## src/hdl/agc_pkg.sv

```systemverilog
// Package of the automatic gate controller: payload structs, state and
// configuration types, event and phase codes, reset constants and div3_u6.
// Used by every module of the controller; depends on nothing.
package agc_pkg;

    // Widths of the stored quantities.
    localparam int unsigned SecW   = 6;
    localparam int unsigned TickW  = 6;
    localparam int unsigned CountW = 12;

    // Reset values of the configuration registers and of the state.
    localparam logic [SecW-1:0]   HOLD_MIN_RESET  = 6'd10;
    localparam logic [SecW-1:0]   HOLD_MAX_RESET  = 6'd30;
    localparam logic [TickW-1:0]  MOVE_RESET      = 6'd12;
    localparam logic [TickW-1:0]  TPS_RESET       = 6'd20;
    localparam logic [SecW-1:0]   HOLD_TIME_RESET = 6'd10;
    localparam logic [2:0]        BARS_CLOSED     = 3'd4;
    localparam logic [CountW-1:0] OPEN_COUNT_MAX  = 12'd4095;

    typedef enum logic [2:0] {
        OP_TICK     = 3'd0,
        OP_SETTINGS = 3'd1,
        OP_OPEN     = 3'd2,
        OP_MODE     = 3'd3,
        OP_TOGGLE   = 3'd4,
        OP_SAMPLE   = 3'd5
    } t_opcode;

    typedef enum logic [1:0] {
        PH_CLOSED  = 2'd0,
        PH_OPENING = 2'd1,
        PH_OPEN    = 2'd2,
        PH_CLOSING = 2'd3
    } t_phase;

    typedef enum logic [1:0] {
        DISP_DASHES = 2'd0,
        DISP_AUTO   = 2'd1,
        DISP_HAND   = 2'd2,
        DISP_HOLD   = 2'd3
    } t_disp;

    typedef enum logic [1:0] {
        CFG_HOLD_MIN = 2'd0,
        CFG_HOLD_MAX = 2'd1,
        CFG_MOVE     = 2'd2,
        CFG_TPS      = 2'd3
    } t_cfg_index;

    typedef struct packed {
        logic [2:0] opcode;
        logic [7:0] adc_sample;
    } t_in_item;

    typedef struct packed {
        logic [1:0]      gate_state;
        logic            auto_mode;
        logic            in_settings;
        logic            editing_hold;
        logic [SecW-1:0] hold_seconds;
        logic [2:0]      bar_count;
        logic [1:0]      display_select;
        logic            red_led;
        logic            yellow_led;
        logic            green_led;
    } t_out_item;

    typedef struct packed {
        logic [SecW-1:0]  hold_min_s;
        logic [SecW-1:0]  hold_max_s;
        logic [TickW-1:0] move_ticks;
        logic [TickW-1:0] ticks_per_second;
    } t_cfg;

    typedef struct packed {
        t_phase            gate_phase;
        logic              mode_auto;
        logic              settings_on;
        logic              hold_edit_on;
        logic [SecW-1:0]   hold_time;
        logic [TickW-1:0]  move_count;
        logic [CountW-1:0] open_count;
        logic [2:0]        bars;
        logic              lamp;
    } t_state;

    // Division of a 6-bit value by three: multiply by 43/128, exact below 64.
    function automatic logic [5:0] div3_u6(input logic [5:0] x);
        logic [11:0] p;
        p = {6'd0, x} * 12'd43;
        return {1'b0, p[11:7]};
    endfunction

endpackage

```

## src/hdl/agc_step.sv

```systemverilog
// Next-state and result logic of the automatic gate controller for one event.
// Purely combinational; depends on agc_pkg.
module agc_step (
    input  agc_pkg::t_state    i_state,
    input  agc_pkg::t_cfg      i_cfg,
    input  agc_pkg::t_in_item  i_item,
    output agc_pkg::t_state    o_state,
    output agc_pkg::t_out_item o_result
);
    import agc_pkg::*;

    logic [CountW-1:0] thr;
    logic [CountW-1:0] oc_inc;
    logic [5:0]        span;
    logic [13:0]       prod;
    logic [15:0]       quo_sum;
    logic [5:0]        quo;
    logic [2:0]        step;
    t_state            nx;
    t_disp             disp;

    // The hold threshold in ticks and the scaled sample are both small products.
    assign thr  = {6'd0, i_state.hold_time} * {6'd0, i_cfg.ticks_per_second};
    assign span = (i_cfg.hold_max_s >= i_cfg.hold_min_s) ?
                  (i_cfg.hold_max_s - i_cfg.hold_min_s) : 6'd0;
    assign prod = {6'd0, i_item.adc_sample} * {8'd0, span};
    // x / 255 equals (x + (x >> 8) + 1) >> 8 for any x below 65535.
    assign quo_sum = {2'd0, prod} + {10'd0, prod[13:8]} + 16'd1;
    assign quo     = quo_sum[13:8];
    assign oc_inc  = (i_state.open_count < OPEN_COUNT_MAX) ?
                     (i_state.open_count + 12'd1) : i_state.open_count;

    always_comb begin
        nx   = i_state;
        step = 3'd4;
        unique case (i_item.opcode)
            OP_TICK: begin
                unique case (i_state.gate_phase)
                    PH_CLOSED:  nx.lamp = 1'b0;
                    PH_OPEN:    nx.lamp = 1'b1;
                    default:    nx.lamp = ~i_state.lamp;
                endcase
                if (i_state.gate_phase == PH_OPEN) begin
                    nx.open_count = oc_inc;
                    if (oc_inc >= thr && i_state.mode_auto) begin
                        nx.open_count = '0;
                        nx.gate_phase = PH_CLOSING;
                    end
                end
                // A gate that just began closing also advances on this tick.
                if (nx.gate_phase == PH_OPENING || nx.gate_phase == PH_CLOSING) begin
                    nx.move_count = i_state.move_count + 6'd1;
                    if (nx.move_count >= i_cfg.move_ticks) begin
                        nx.gate_phase = (nx.gate_phase == PH_OPENING) ? PH_OPEN : PH_CLOSED;
                        nx.move_count = '0;
                    end else begin
                        priority if (nx.move_count <= {2'd0, i_cfg.move_ticks[5:2]}) begin
                            step = 3'd1;
                        end else if (nx.move_count <= div3_u6(i_cfg.move_ticks)) begin
                            step = 3'd2;
                        end else if (nx.move_count <= {1'b0, i_cfg.move_ticks[5:1]}) begin
                            step = 3'd3;
                        end else begin
                            step = 3'd4;
                        end
                        nx.bars = (nx.gate_phase == PH_OPENING) ? (3'd4 - step) : step;
                    end
                end
            end
            OP_SETTINGS: begin
                nx.settings_on = ~i_state.settings_on;
                if (i_state.settings_on) begin
                    nx.hold_edit_on = 1'b0;
                end
            end
            OP_OPEN: begin
                if (i_state.settings_on) begin
                    nx.hold_edit_on = 1'b1;
                end else if (i_state.gate_phase == PH_CLOSED) begin
                    nx.gate_phase = PH_OPENING;
                end
            end
            OP_MODE: begin
                if (i_state.settings_on) begin
                    nx.hold_edit_on = 1'b0;
                    nx.mode_auto    = ~i_state.mode_auto;
                end
            end
            OP_TOGGLE: begin
                if (!i_state.mode_auto) begin
                    if (i_state.gate_phase == PH_CLOSED) begin
                        nx.gate_phase = PH_OPENING;
                    end else if (i_state.gate_phase == PH_OPEN) begin
                        nx.gate_phase = PH_CLOSING;
                    end
                end
            end
            OP_SAMPLE: begin
                if (i_state.settings_on && i_state.hold_edit_on) begin
                    nx.hold_time = quo + i_cfg.hold_min_s;
                end
            end
            default: begin
                nx = i_state;
            end
        endcase

        priority if (!nx.settings_on) begin
            disp = DISP_DASHES;
        end else if (nx.hold_edit_on) begin
            disp = DISP_HOLD;
        end else begin
            disp = nx.mode_auto ? DISP_AUTO : DISP_HAND;
        end
    end

    assign o_state = nx;

    assign o_result.gate_state     = nx.gate_phase;
    assign o_result.auto_mode      = nx.mode_auto;
    assign o_result.in_settings    = nx.settings_on;
    assign o_result.editing_hold   = nx.hold_edit_on;
    assign o_result.hold_seconds   = nx.hold_time;
    assign o_result.bar_count      = nx.bars;
    assign o_result.display_select = disp;
    assign o_result.red_led        = nx.settings_on;
    assign o_result.yellow_led     = ~nx.mode_auto;
    assign o_result.green_led      = nx.lamp;

endmodule

```

## src/hdl/automatic_gate_controller_unit.sv

```systemverilog
// Top level of the automatic gate controller: input register, controller
// state, configuration registers and output register; depends on agc_pkg
// and agc_step.
//
// Each transfer on the input channel is one event (a timer tick, one of four
// button presses, or a potentiometer sample) and yields exactly one result
// transfer, carrying the gate phase, mode flags, hold time, dash animation
// and LED levels as they stand after the event. The block takes one event
// per clock cycle while the receiver does not stall: an event waits in the
// input register while the next state and its result are computed, then the
// controller state and the output register update together, so a result is
// offered from the output register once its event leaves the input register.
// The whole state update is a single short combinational step; the main
// arithmetic is a 6x6 multiply for the hold threshold and an 8x6 multiply
// followed by an exact add-shift division by 255 for the sample scaling. The
// output register holds a result while the receiver stalls, and a new event
// is still taken into the empty input register meanwhile. Configuration
// registers are written through the plain write port and must only be
// written while no event is in flight.
module automatic_gate_controller_unit (
    input  logic               i_clk,
    input  logic               i_rst_n,
    input  logic               i_in_valid,
    output logic               o_in_stall,
    input  agc_pkg::t_in_item  i_in_data,
    output logic               o_out_valid,
    input  logic               i_out_stall,
    output agc_pkg::t_out_item o_out_data,
    input  logic               i_cfg_we,
    input  logic [1:0]         i_cfg_index,
    input  logic [5:0]         i_cfg_data
);
    import agc_pkg::*;

    logic      r_in_valid;
    t_in_item  r_in;
    logic      r_out_valid;
    t_out_item r_out;
    t_state    r_state;
    t_cfg      r_cfg;
    t_state    n_state;
    t_out_item n_out;
    logic      advance;
    logic      in_xfer;

    // The held event moves on whenever the output register is free or is
    // being emptied in this same cycle.
    assign advance    = r_in_valid && (!r_out_valid || !i_out_stall);
    assign o_in_stall = r_in_valid && !advance;
    assign in_xfer    = i_in_valid && !o_in_stall;

    agc_step u_step (
        .i_state  (r_state),
        .i_cfg    (r_cfg),
        .i_item   (r_in),
        .o_state  (n_state),
        .o_result (n_out)
    );

    always_ff @(posedge i_clk) begin
        if (!i_rst_n) begin
            r_in_valid  <= 1'b0;
            r_out_valid <= 1'b0;
        end else begin
            if (in_xfer) begin
                r_in_valid <= 1'b1;
            end else if (advance) begin
                r_in_valid <= 1'b0;
            end
            if (advance) begin
                r_out_valid <= 1'b1;
            end else if (!i_out_stall) begin
                r_out_valid <= 1'b0;
            end
        end
    end

    // Payload registers carry no reset.
    always_ff @(posedge i_clk) begin
        if (in_xfer) begin
            r_in <= i_in_data;
        end
        if (advance) begin
            r_out <= n_out;
        end
    end

    always_ff @(posedge i_clk) begin
        if (!i_rst_n) begin
            r_state.gate_phase   <= PH_CLOSED;
            r_state.mode_auto    <= 1'b1;
            r_state.settings_on  <= 1'b0;
            r_state.hold_edit_on <= 1'b0;
            r_state.hold_time    <= HOLD_TIME_RESET;
            r_state.move_count   <= '0;
            r_state.open_count   <= '0;
            r_state.bars         <= BARS_CLOSED;
            r_state.lamp         <= 1'b0;
        end else if (advance) begin
            r_state <= n_state;
        end
    end

    always_ff @(posedge i_clk) begin
        if (!i_rst_n) begin
            r_cfg.hold_min_s       <= HOLD_MIN_RESET;
            r_cfg.hold_max_s       <= HOLD_MAX_RESET;
            r_cfg.move_ticks       <= MOVE_RESET;
            r_cfg.ticks_per_second <= TPS_RESET;
        end else if (i_cfg_we) begin
            unique case (t_cfg_index'(i_cfg_index))
                CFG_HOLD_MIN: r_cfg.hold_min_s       <= i_cfg_data;
                CFG_HOLD_MAX: r_cfg.hold_max_s       <= i_cfg_data;
                CFG_MOVE:     r_cfg.move_ticks       <= i_cfg_data;
                CFG_TPS:      r_cfg.ticks_per_second <= i_cfg_data;
            endcase
        end
    end

    assign o_out_valid = r_out_valid;
    assign o_out_data  = r_out;

endmodule

```

## config.mk

```make
export PLATFORM = sky130hd
export DESIGN_NAME = automatic_gate_controller_unit
export DESIGN_NICKNAME = d
export VERILOG_FILES = /design/src/hdl/agc_pkg.sv /design/src/hdl/agc_step.sv /design/src/hdl/automatic_gate_controller_unit.sv
export SDC_FILE = /design/constraint.sdc
export NUM_CORES = 1
export LEC_CHECK = 0
export ABC_AREA = 1
export BUFFER_PORTS_ARGS = -buffer_cell sky130_fd_sc_hd__buf_4
export CAP_MARGIN = 10
export CORE_MARGIN = 5
export CORE_UTILIZATION = 40
export CTS_CLUSTER_SIZE = 24
export DETAILED_ROUTE_END_ITERATION = 8
export PLACE_DENSITY_LB_ADDON = 0.1
export SLEW_MARGIN = 20
export SYNTH_ARGS = -nofsm -noshare
export SYNTH_HDL_FRONTEND = slang
export SYNTH_SLANG_ARGS = --single-unit
```

## constraint.sdc

```tcl
create_clock -name i_clk -period 14.95 [get_ports i_clk]
set_clock_uncertainty 0.15 [all_clocks]
set_input_delay 1.495 -clock i_clk [delete_from_list [all_inputs] [get_ports i_clk]]
set_output_delay 1.495 -clock i_clk [all_outputs]
set_load 0.005 [all_outputs]
```

---- Word level (Yosys, flattened, before mapping) ----
Index checks and enable logic that the tools add are counted.
operators by class
  $add $sub $neg .......................... 7
  multiply operators ...................... 3
  order comparisons ....................... 7
  eq/ne operators ......................... 12
  muxes and demuxes ....................... 41
  bitwise operators ....................... 4
  reductions and logical operators ........ 22
operators with widths
  operator                 number
  $mux W3                  9
  $mux W2                  13
  $mux W12                 2
  $mux W6                  4
  $add A14 B1 Y14 const B  1
  $add A14 B6 Y14          1
  $mul A8 B6 Y14           1
  $add A12 B1 Y12 const B  1
  $ge A12 B12 Y1           1
  $ge A6 B6 Y1             2
  $le A6 B5 Y1             2
  $lt A12 B12 Y1 const B   1
  $mul A6 B6 Y12           1
  $mul A6 B6 Y12 const B   1
  $mux W1                  9
  $eq A2 B2 Y1 const B     4
  $reduce_and A2 Y1        4
  $add A6 B1 Y6 const B    1
  $add A6 B6 Y6            1
  $eq A3 B2 Y1 const B     2
  $eq A3 B3 Y1 const B     2
  $le A6 B4 Y1             1
  $pmux W2 S3              1
  $reduce_and A3 Y1        2
  15 further kinds         29
storage, ports and cells
  bits in registers ....................... 88
  bits of input ports ..................... 24
  output and inout bits ................... 21
  word-level logic and storage cells ...... 122

---- Depth between registers and ports, before layout ----
Gate-level depths: netlist (run 1).
  depth in word-level cells ............... 16
  gate-level depth with buffers ........... 54
  mapped depth without buffers ............ 54

---- Cells and area by module ----
From an unflattened synthesis (run 1), not the netlist that was laid out.
unflattened totals
  cell total of the unflattened synthesis .. 1246
  area, all modules ....................... 9088.7 um^2
modules (own cells, without submodules)
  module                          times used  cells each  area an instance (um^2)  seq. area each (um^2)
  agc_step                        1           889         5760.5                   0.0
  automatic_gate_controller_unit  1           357         3328.2                   2082.0

---- Least setup slack after synthesis (run 1) ----
No wires, ideal clock.
  kind .................................... register to register
  start ................................... reg r_cfg[19] (netlist bit)
  end ..................................... reg r_out (netlist bit o_out_data[13]), data pin
  setup time .............................. 0.250 ns
  arrival ................................. 6.668 ns
  required time ........................... 14.550 ns
  slack ................................... 7.881 ns
  stages on the path, launching flop included .. 47
  path buffers ............................ 0
  clock period less this slack ............ 7.069 ns
  cell sequence ........................... dfxtp_1 inv_1 ha_1 nand2_1 nor2_1 a211oi_1 nor2_1 inv_1 a21oi_1 or3_1 nand3_1 nor2_1 fa_1 fa_1 inv_1 fa_1 inv_1 ha_1 (+11 left out) nand3_2 o21ai_2 nand2_1 inv_1 ha_1 a21oi_1 nand2_1 nand2_1 nand2_1 a21oi_1 xor2_1 nand3_1 nand2_1 nand2_1 nand2_1 nand2_1 nand2_2 inv_1
RTL lines
  what                  RTL line                              RTL
  from (decl)           automatic_gate_controller_unit.sv:40  t_cfg r_cfg;
  to (signal assigned)  automatic_gate_controller_unit.sv:84  r_out <= n_out;
  to (decl)             automatic_gate_controller_unit.sv:38  t_out_item r_out;

==> run summary, run 1 <==
Vias post-DR = 6,930
Worst path slowest cell = fa_1
Final Hold Viols = 0
Total negative slack = 0 ps
GPL Wtd Cong = 0.8496
Root buffer cell = clkbuf_16
Final setup viols = 0
Slowest stage delay, CP = 550 ps
HP Class = reg2reg
Die width = 155.2 um
Initial Utilization = 0.4038
RSZ-0062 raised after global routing = no
Ports = 45
Switch Pwr = 467.3 uW
Startpoint types = register
Initial DRC count = 413
Largest net degree at the start of global routing = 34
WL per Instance = 12.79 um
Placed cell areas = 9055 um2
Most frequent cells in the layout = nand2_1 (257), inv_1 (228), ha_1 (116)
Clock sinks = 88
Cells after synthesis = 1,145
Minimum clock period = 7722 ps
Ys async rst share = 0
Mapped Area = 8436 um2
Clock buffer count from CTS = 9
Synth-to-Final Area Change = 11.07%
Leakage = 0.004961 uW
H-Tree Depth = 3
CTS tree = built
Total congestion overflow = 0
Die area = 24,090 um2
Global-route wire length before repair = 32,170 um
Comb pwr share = 0.530
Fill count = 2,166
Dpl hpwl = 15,500 um
Skew-Pair Late Insertion Delay = 340 ps
Routed WL = 18,740 um
GRT Overall Usage = 0.1617
Die height = 155.2 um
Crit path DAT = 7670 ps
Cell internal pwr = 616.6 uW
Number of global-route vias before repair = 6,737
CTS clk-pin slew, worst paths = 60 ps
Hold WS = 325.0 ps
Critical path type = reg2reg
Core Footprint = 20,890 um2
Maximum vdd ir drop = 0.07171 mV
Syn nets = 1,333
Most common cell after layout, fill and taps aside = nand2_1
Fmax = 0.1295 GHz
Crit share post-route = 0.5165
Synthesis Warnings = 0
Setup crit end kind = register
Worst slew pin tran = 984.4 ps
Maxcap violations = 0
Antenna-violating nets left = 0
Distinct cell type count after synthesis = 43
Via/cell ratio = 4.730
ANT cells = 0
Layout Utilization = 0.4485
Initial antenna violation count = 0
Post-CTS setup buffer count = 0
Slew Limit Fails = 0
Yosys reg bits = 88
IO Port Bufs = 44
Synth Flop Type = dfxtp_1
Total Nets Final = 1,373
Resize count post-CTS = 0
Post-synth EDFFs = 29
Max-slew headroom = 0.3438
Drt first pass iters = 5
Sw frac = 0.4311
Max FO, Critical Path = 7
Floorplan row count = 53
Post-CTS Hold Fix Bufs = 0
Critical path required time = 14,890 ps
Design area = 9369 um2
Power Total = 1084 uW
Status = finished, final reports clean
Share of power burned in registers = 0.249
Sequential-to-total area share from yosys stat = 0.2433
Ratio of cells with drive above 1 in the final layout = 0.07647
PwrDens = 115.7 nW/um2
Clock power frac = 0.221
Clock Path Buffers = 2
Avg Inst Size Synth = 7.367 um2
Drt drc = 0
Crit-path most repeated cell = nand2_1
[per-layer routing]
layer	part of all wire	wire length [um]	GRT usage	vias up
li1	-	-	-	3695
met1	0.52	9762	0.2366	3151
met2	0.44	8300	0.2564	76
met3	0.029	549	0.02587	8
met4	0.0069	130	0.02793	0
met5	0	0	0	-
[sequential cells by signal, summed over array words and instances, names as in the netlist]
name	flops
r_in_valid	1
o_out_data	18
o_out_valid	1
r_cfg	24
r_in	11
r_state	33
[critical path: cells and delay by family (launching register included)]
family          cells  cell delay (ps)
buf+inv             7              410
xor+xnor            2              450
compound gates      6             1030
flops               1              390
simple gates       22             2220
fa+ha+maj           7             2830
[path summary, 6_finish.rpt]
check | start | to | slack, ps | cells after the start
worst max-delay path | r_cfg[19]$_SDFFE_PN1P_ | o_out_data[13]$_DFFE_PP_ | 7230 | 44
worst min-delay path | r_cfg[12]$_SDFFE_PN0P_ | r_cfg[12]$_SDFFE_PN0P_ | 320 | 2
worst max register to register | r_cfg[19]$_SDFFE_PN1P_ | o_out_data[13]$_DFFE_PP_ | 7230 | 44
worst min register to register | r_cfg[12]$_SDFFE_PN0P_ | r_cfg[12]$_SDFFE_PN0P_ | 320 | 2
[per-stage QoR]
step	worst slack (ps)	cells
floorplan	7881	1145
global placement	7395	1449
detailed placement	7259	1449
CTS	7220	1465
global route	6431	1465
finish	7228	1465
[power by group through the flow]
stage / Clock, uW / Sequential, uW / Combinational [uW]
3_5_place_dp: 0 / 275 / 577
6_report: 240 / 270 / 574
4_1_cts: 246 / 270 / 582
5_1_grt: 255 / 271 / 676
3_3_place_gp: 0 / 275 / 576
2_1_floorplan: 0 / 269 / 452
[layout make-up]
cell class | count | area, um2 | area share
repair buffers | 45 | 337.8 | 0.03606
clock inverters | 5 | 60.06 | 0.006410
multi-input cells | 807 | 5443 | 0.5809
well taps | 275 | 344.1 | 0.03673
clock buffers | 11 | 254.0 | 0.02711
flip-flops and latches | 88 | 2052 | 0.2190
inverters | 234 | 878.3 | 0.09375
[kinds of logic after synthesis]
kind of cell,Yosys count,share of synthesized area
muxes,1,0.001187
DFF,88,0.2433
AOI/OAI and AO/OA,146,0.09374
and+or+nand+nor,464,0.2308
xor gates and xnor gates,32,0.03322
adders and majority gates,164,0.2860
buffers and inverters,250,0.1118
[cell usage after synthesis, types with 11 or more instances]
| library cell | number | area [um2] |
|---|---|---|
| o21ai_0 | 44 | 220.2 |
| inv_1 | 229 | 859.6 |
| nand2_2 | 11 | 68.82 |
| xor2_1 | 23 | 201.4 |
| fa_1 | 48 | 960.9 |
| nand3_1 | 50 | 250.2 |
| nor2_1 | 101 | 379.1 |
| clkbuf_1 | 13 | 48.80 |
| edfxtp_1 | 29 | 870.8 |
| a21oi_1 | 77 | 385.4 |
| ha_1 | 116 | 1451 |
| nand2_1 | 257 | 964.7 |
| nor3_1 | 19 | 95.09 |
| dfxtp_1 | 59 | 1181 |
(Power assumes the default switching activity.)
==> run 2: changes to the inputs <==
==> constraint.sdc (replaced) <==
create_clock -name i_clk -period 7.41 [get_ports i_clk]
set_clock_uncertainty 0.15 [all_clocks]
set_input_delay 0.741 -clock i_clk [delete_from_list [all_inputs] [get_ports i_clk]]
set_output_delay 0.741 -clock i_clk [all_outputs]
set_load 0.005 [all_outputs]
==> run 2 against run 1 <==
- flip-flop and latch count unchanged
- wire length grew 3.3%
- combinational power rose to 2.6 times the previous value
- via count is 1.9% higher
- non-clock buffer count increased by 31
- largest power group unchanged
- highest routed layer unchanged
==> run summary, run 2 (same netlist as run 1, synthesis figures left out) <==
Status = finished, final reports clean
Routed WL = 19,360 um (+3.3%)
Max reg flops = 33 (unchanged)
H-Tree Depth = 3 (unchanged)
WL per Instance = 12.94 um (+1.2%)
Cell internal pwr = 1456 uW (+140%)
PwrDens = 254.3 nW/um2 (+120%)
Ports = 45 (unchanged)
Worst path slowest cell = fa_1
Via/cell ratio = 4.722 (-0.18%)
Most common cell after layout, fill and taps aside = nand2_1
Number of global-route vias before repair = 6,747 (+0.15%)
Initial DRC count = 310 (-25%)
Dpl cells = 1,465 (+1.1%)
Initial Utilization = 0.4038 (unchanged)
Drt first pass iters = 4 (-1)
Pre-CTS WS = -69.16 ps (-7328 ps)
Ratio of cells with drive above 1 in the final layout = 0.1613 (+0.08487)
IO Port Bufs = 44 (unchanged)
Worst setup margin = 516.2 ps (-6712 ps)
Slowest stage delay, CP = 550 ps (about the same)
Maximum vdd ir drop = 0.1211 mV (+69%)
Total congestion overflow = 0 (unchanged)
Clock buffer count from CTS = 9 (unchanged)
Slew Limit Fails = 0 (unchanged)
Max FO, Critical Path = 6 (-1)
Final setup viols = 0 (unchanged)
Top Layer Used = met4
GPL Wtd Cong = 0.8541 (+0.53%)
Final non-filler cell total = 1,496 (+2.1%)
Maxcap violations = 0 (unchanged)
Leakage = 0.005130 uW (+3.4%)
Reg2Reg Launch Point = r_cfg[19]$_SDFFE_PN1P_
Met3 WL post-DR = 464 um (-15%)
Share of power burned in registers = 0.215 (-0.034)
CTS clk-pin slew, worst paths = 70 ps (about the same)
Hold endpoint = r_cfg[12]$_SDFFE_PN0P_
Root buffer cell = clkbuf_16
R2R Setup Slk = 520 ps (-6710 ps)
Comb pwr share = 0.594 (+0.064)
Crit-path most repeated cell = nand2_1
Clock Path Buffers = 2 (unchanged)
Drt drc = 0 (unchanged)
Worst hold stages = 2 (unchanged)
Fill count = 2,104 (-2.9%)
Global-route wire length before repair = 32,550 um (+1.2%)
Post-CTS Hold Fix Bufs = 0 (unchanged)
FF-to-FF End = o_out_data[13]$_DFFE_PP_
Worst slew pin tran = 995.2 ps (+10.80 ps)
Crit share post-route = 0.9303 (+0.4138)
CTS tree = built
Fmax = 0.1451 GHz (+12%)
Routed wl met2 = 8802 um (+6.0%)
Critical path required time = 7360 ps (-7530 ps)
Critical path type = reg2reg
Largest net degree at the start of global routing = 34 (unchanged)
GRT Overall Usage = 0.1625 (+0.0008115)
Storage cell area = 2064 um2 (+0.61%)
ANT cells = 0 (unchanged)
DRT met1 WL = 9968 um (+2.1%)
Largest register by flop count = r_state
Die height = 155.2 um (unchanged)
Sw frac = 0.4247 (-0.006416)
FF-to-FF path depth = 46 (+4.5%)
Vias post-DR = 7,064 (+1.9%)
Minimum clock period = 6894 ps (-828.1 ps)
Startpoint types = register
Floorplan row count = 53 (unchanged)
Area of the multi-input gates = 5767 um2 (+6.0%)
Antenna-violating nets left = 0 (unchanged)
Skew-Pair Late Insertion Delay = 340 ps (about the same)
Clock power frac = 0.192 (-0.029)
Final Hold Viols = 0 (unchanged)
Core Footprint = 20,890 um2 (unchanged)
Crit path DAT = 6840 ps (-830 ps)
Die area = 24,090 um2 (unchanged)
Hold_sp = r_cfg[12]$_SDFFE_PN0P_
Initial antenna violation count = 0 (unchanged)
Most frequent cells in the layout = nand2_1 (252), inv_1 (210), ha_1 (104)
Setup crit end kind = register
Synth-to-Final Area Change = 17.98%
Dpl hpwl = 15,600 um (+0.68%)
Total Nets Final = 1,404 (+2.3%)
Switch Pwr = 1075 uW (+130%)
Total negative slack = 0 ps (unchanged)
Max-slew headroom = 0.3366 (-0.007202)
Die width = 155.2 um (unchanged)
Clock sinks = 88 (unchanged)
HP Class = reg2reg
==> run 2: cell types whose count changed in the layout (fill, tap and decap cells not counted), moves of 7 or more <==
cell,delta
a21oi_1,-7
a21oi_2,+7
buf_4,+30
ha_1,-12
ha_4,+11
inv_1,-18
inv_2,+15
nor2_1,-13
nor2_2,+12
==> run 2: routing by layer <==
layer	track usage	vias up
li1	-	3759
met1	0.2381	3219
met2	0.2615	78
met3	0.02170	8
met4	0.02584	0
met5	0	-
==> run 2: critical path, delay by kind of cell, from the launching register on <==
kind | cells | cell delay (ps)
flip-flops | 1 | 360
XOR/XNOR | 1 | 160
AO/OA/AOI/OAI | 6 | 830
AND/OR/NAND/NOR | 26 | 2510
buffers and inverters | 7 | 470
adder cells (fa/ha/maj) | 6 | 2190
==> run 2: through the flow <==
| step | power (uW) | util | area [um2] | hold slack (ps) |
|---|---|---|---|---|
| 6_report | 2531 | 0.4764 | 9952 | 302.3 |
| 5_1_grt | 2781 | 0.4764 | 9952 | 341.3 |
| 4_1_cts | 2330 | 0.4549 | 9502 | 313.3 |
| 3_5_place_dp | 1830 | 0.4392 | 9175 | 301.4 |
| 3_3_place_gp | 1832 | 0.4392 | 9175 | 303.6 |
| 2_1_floorplan | 1455 | - | 8436 | 285.3 |
==> run 2: how the worst max path moves through the flow <==
| stage | startpoint | to | slack, ps | cells past startpoint |
|---|---|---|---|---|
| floorplan | r_cfg[19]$_SDFFE_PN1P_ | o_out_data[13]$_DFFE_PP_ | 340 | 46 |
| global placement | r_cfg[20]$_SDFFE_PN0P_ | o_out_data[13]$_DFFE_PP_ | 110 | 46 |
| detailed placement | r_cfg[20]$_SDFFE_PN0P_ | o_out_data[13]$_DFFE_PP_ | -70 | 46 |
| CTS | r_cfg[20]$_SDFFE_PN0P_ | o_out_data[13]$_DFFE_PP_ | 20 | 44 |
| global route | r_cfg[20]$_SDFFE_PN0P_ | o_out_data[13]$_DFFE_PP_ | -30 | 50 |
| finish | r_cfg[19]$_SDFFE_PN1P_ | o_out_data[13]$_DFFE_PP_ | 520 | 46 |
==> run 2: power groups by stage <==
| stage | Combinational, uW | Clock (uW) | Sequential (uW) |
|---|---|---|---|
| 2_1_floorplan | 912 | 0 | 543 |
| 3_3_place_gp | 1280 | 0 | 554 |
| 3_5_place_dp | 1280 | 0 | 554 |
| 4_1_cts | 1290 | 501 | 543 |
| 5_1_grt | 1720 | 517 | 547 |
| 6_report | 1500 | 485 | 544 |
==> run 2: repair_timing <==
item                                    4_1_cts  5_1_grt
pin swaps                                     0       45
setup buffers                                 0       15
endpoints found under the setup margin        2        8
gates resized for setup                       2       88
==> run 2: layout make-up <==
cell class                      count  area share
Clock buffer                       11     0.02552
Clock inverter                      5    0.006286
Inverter                          234     0.08901
Multi-Input combinational cell    807      0.5795
Sequential cell                    88      0.2074
Tap cell                          275     0.03457
Timing Repair Buffer               76     0.05771
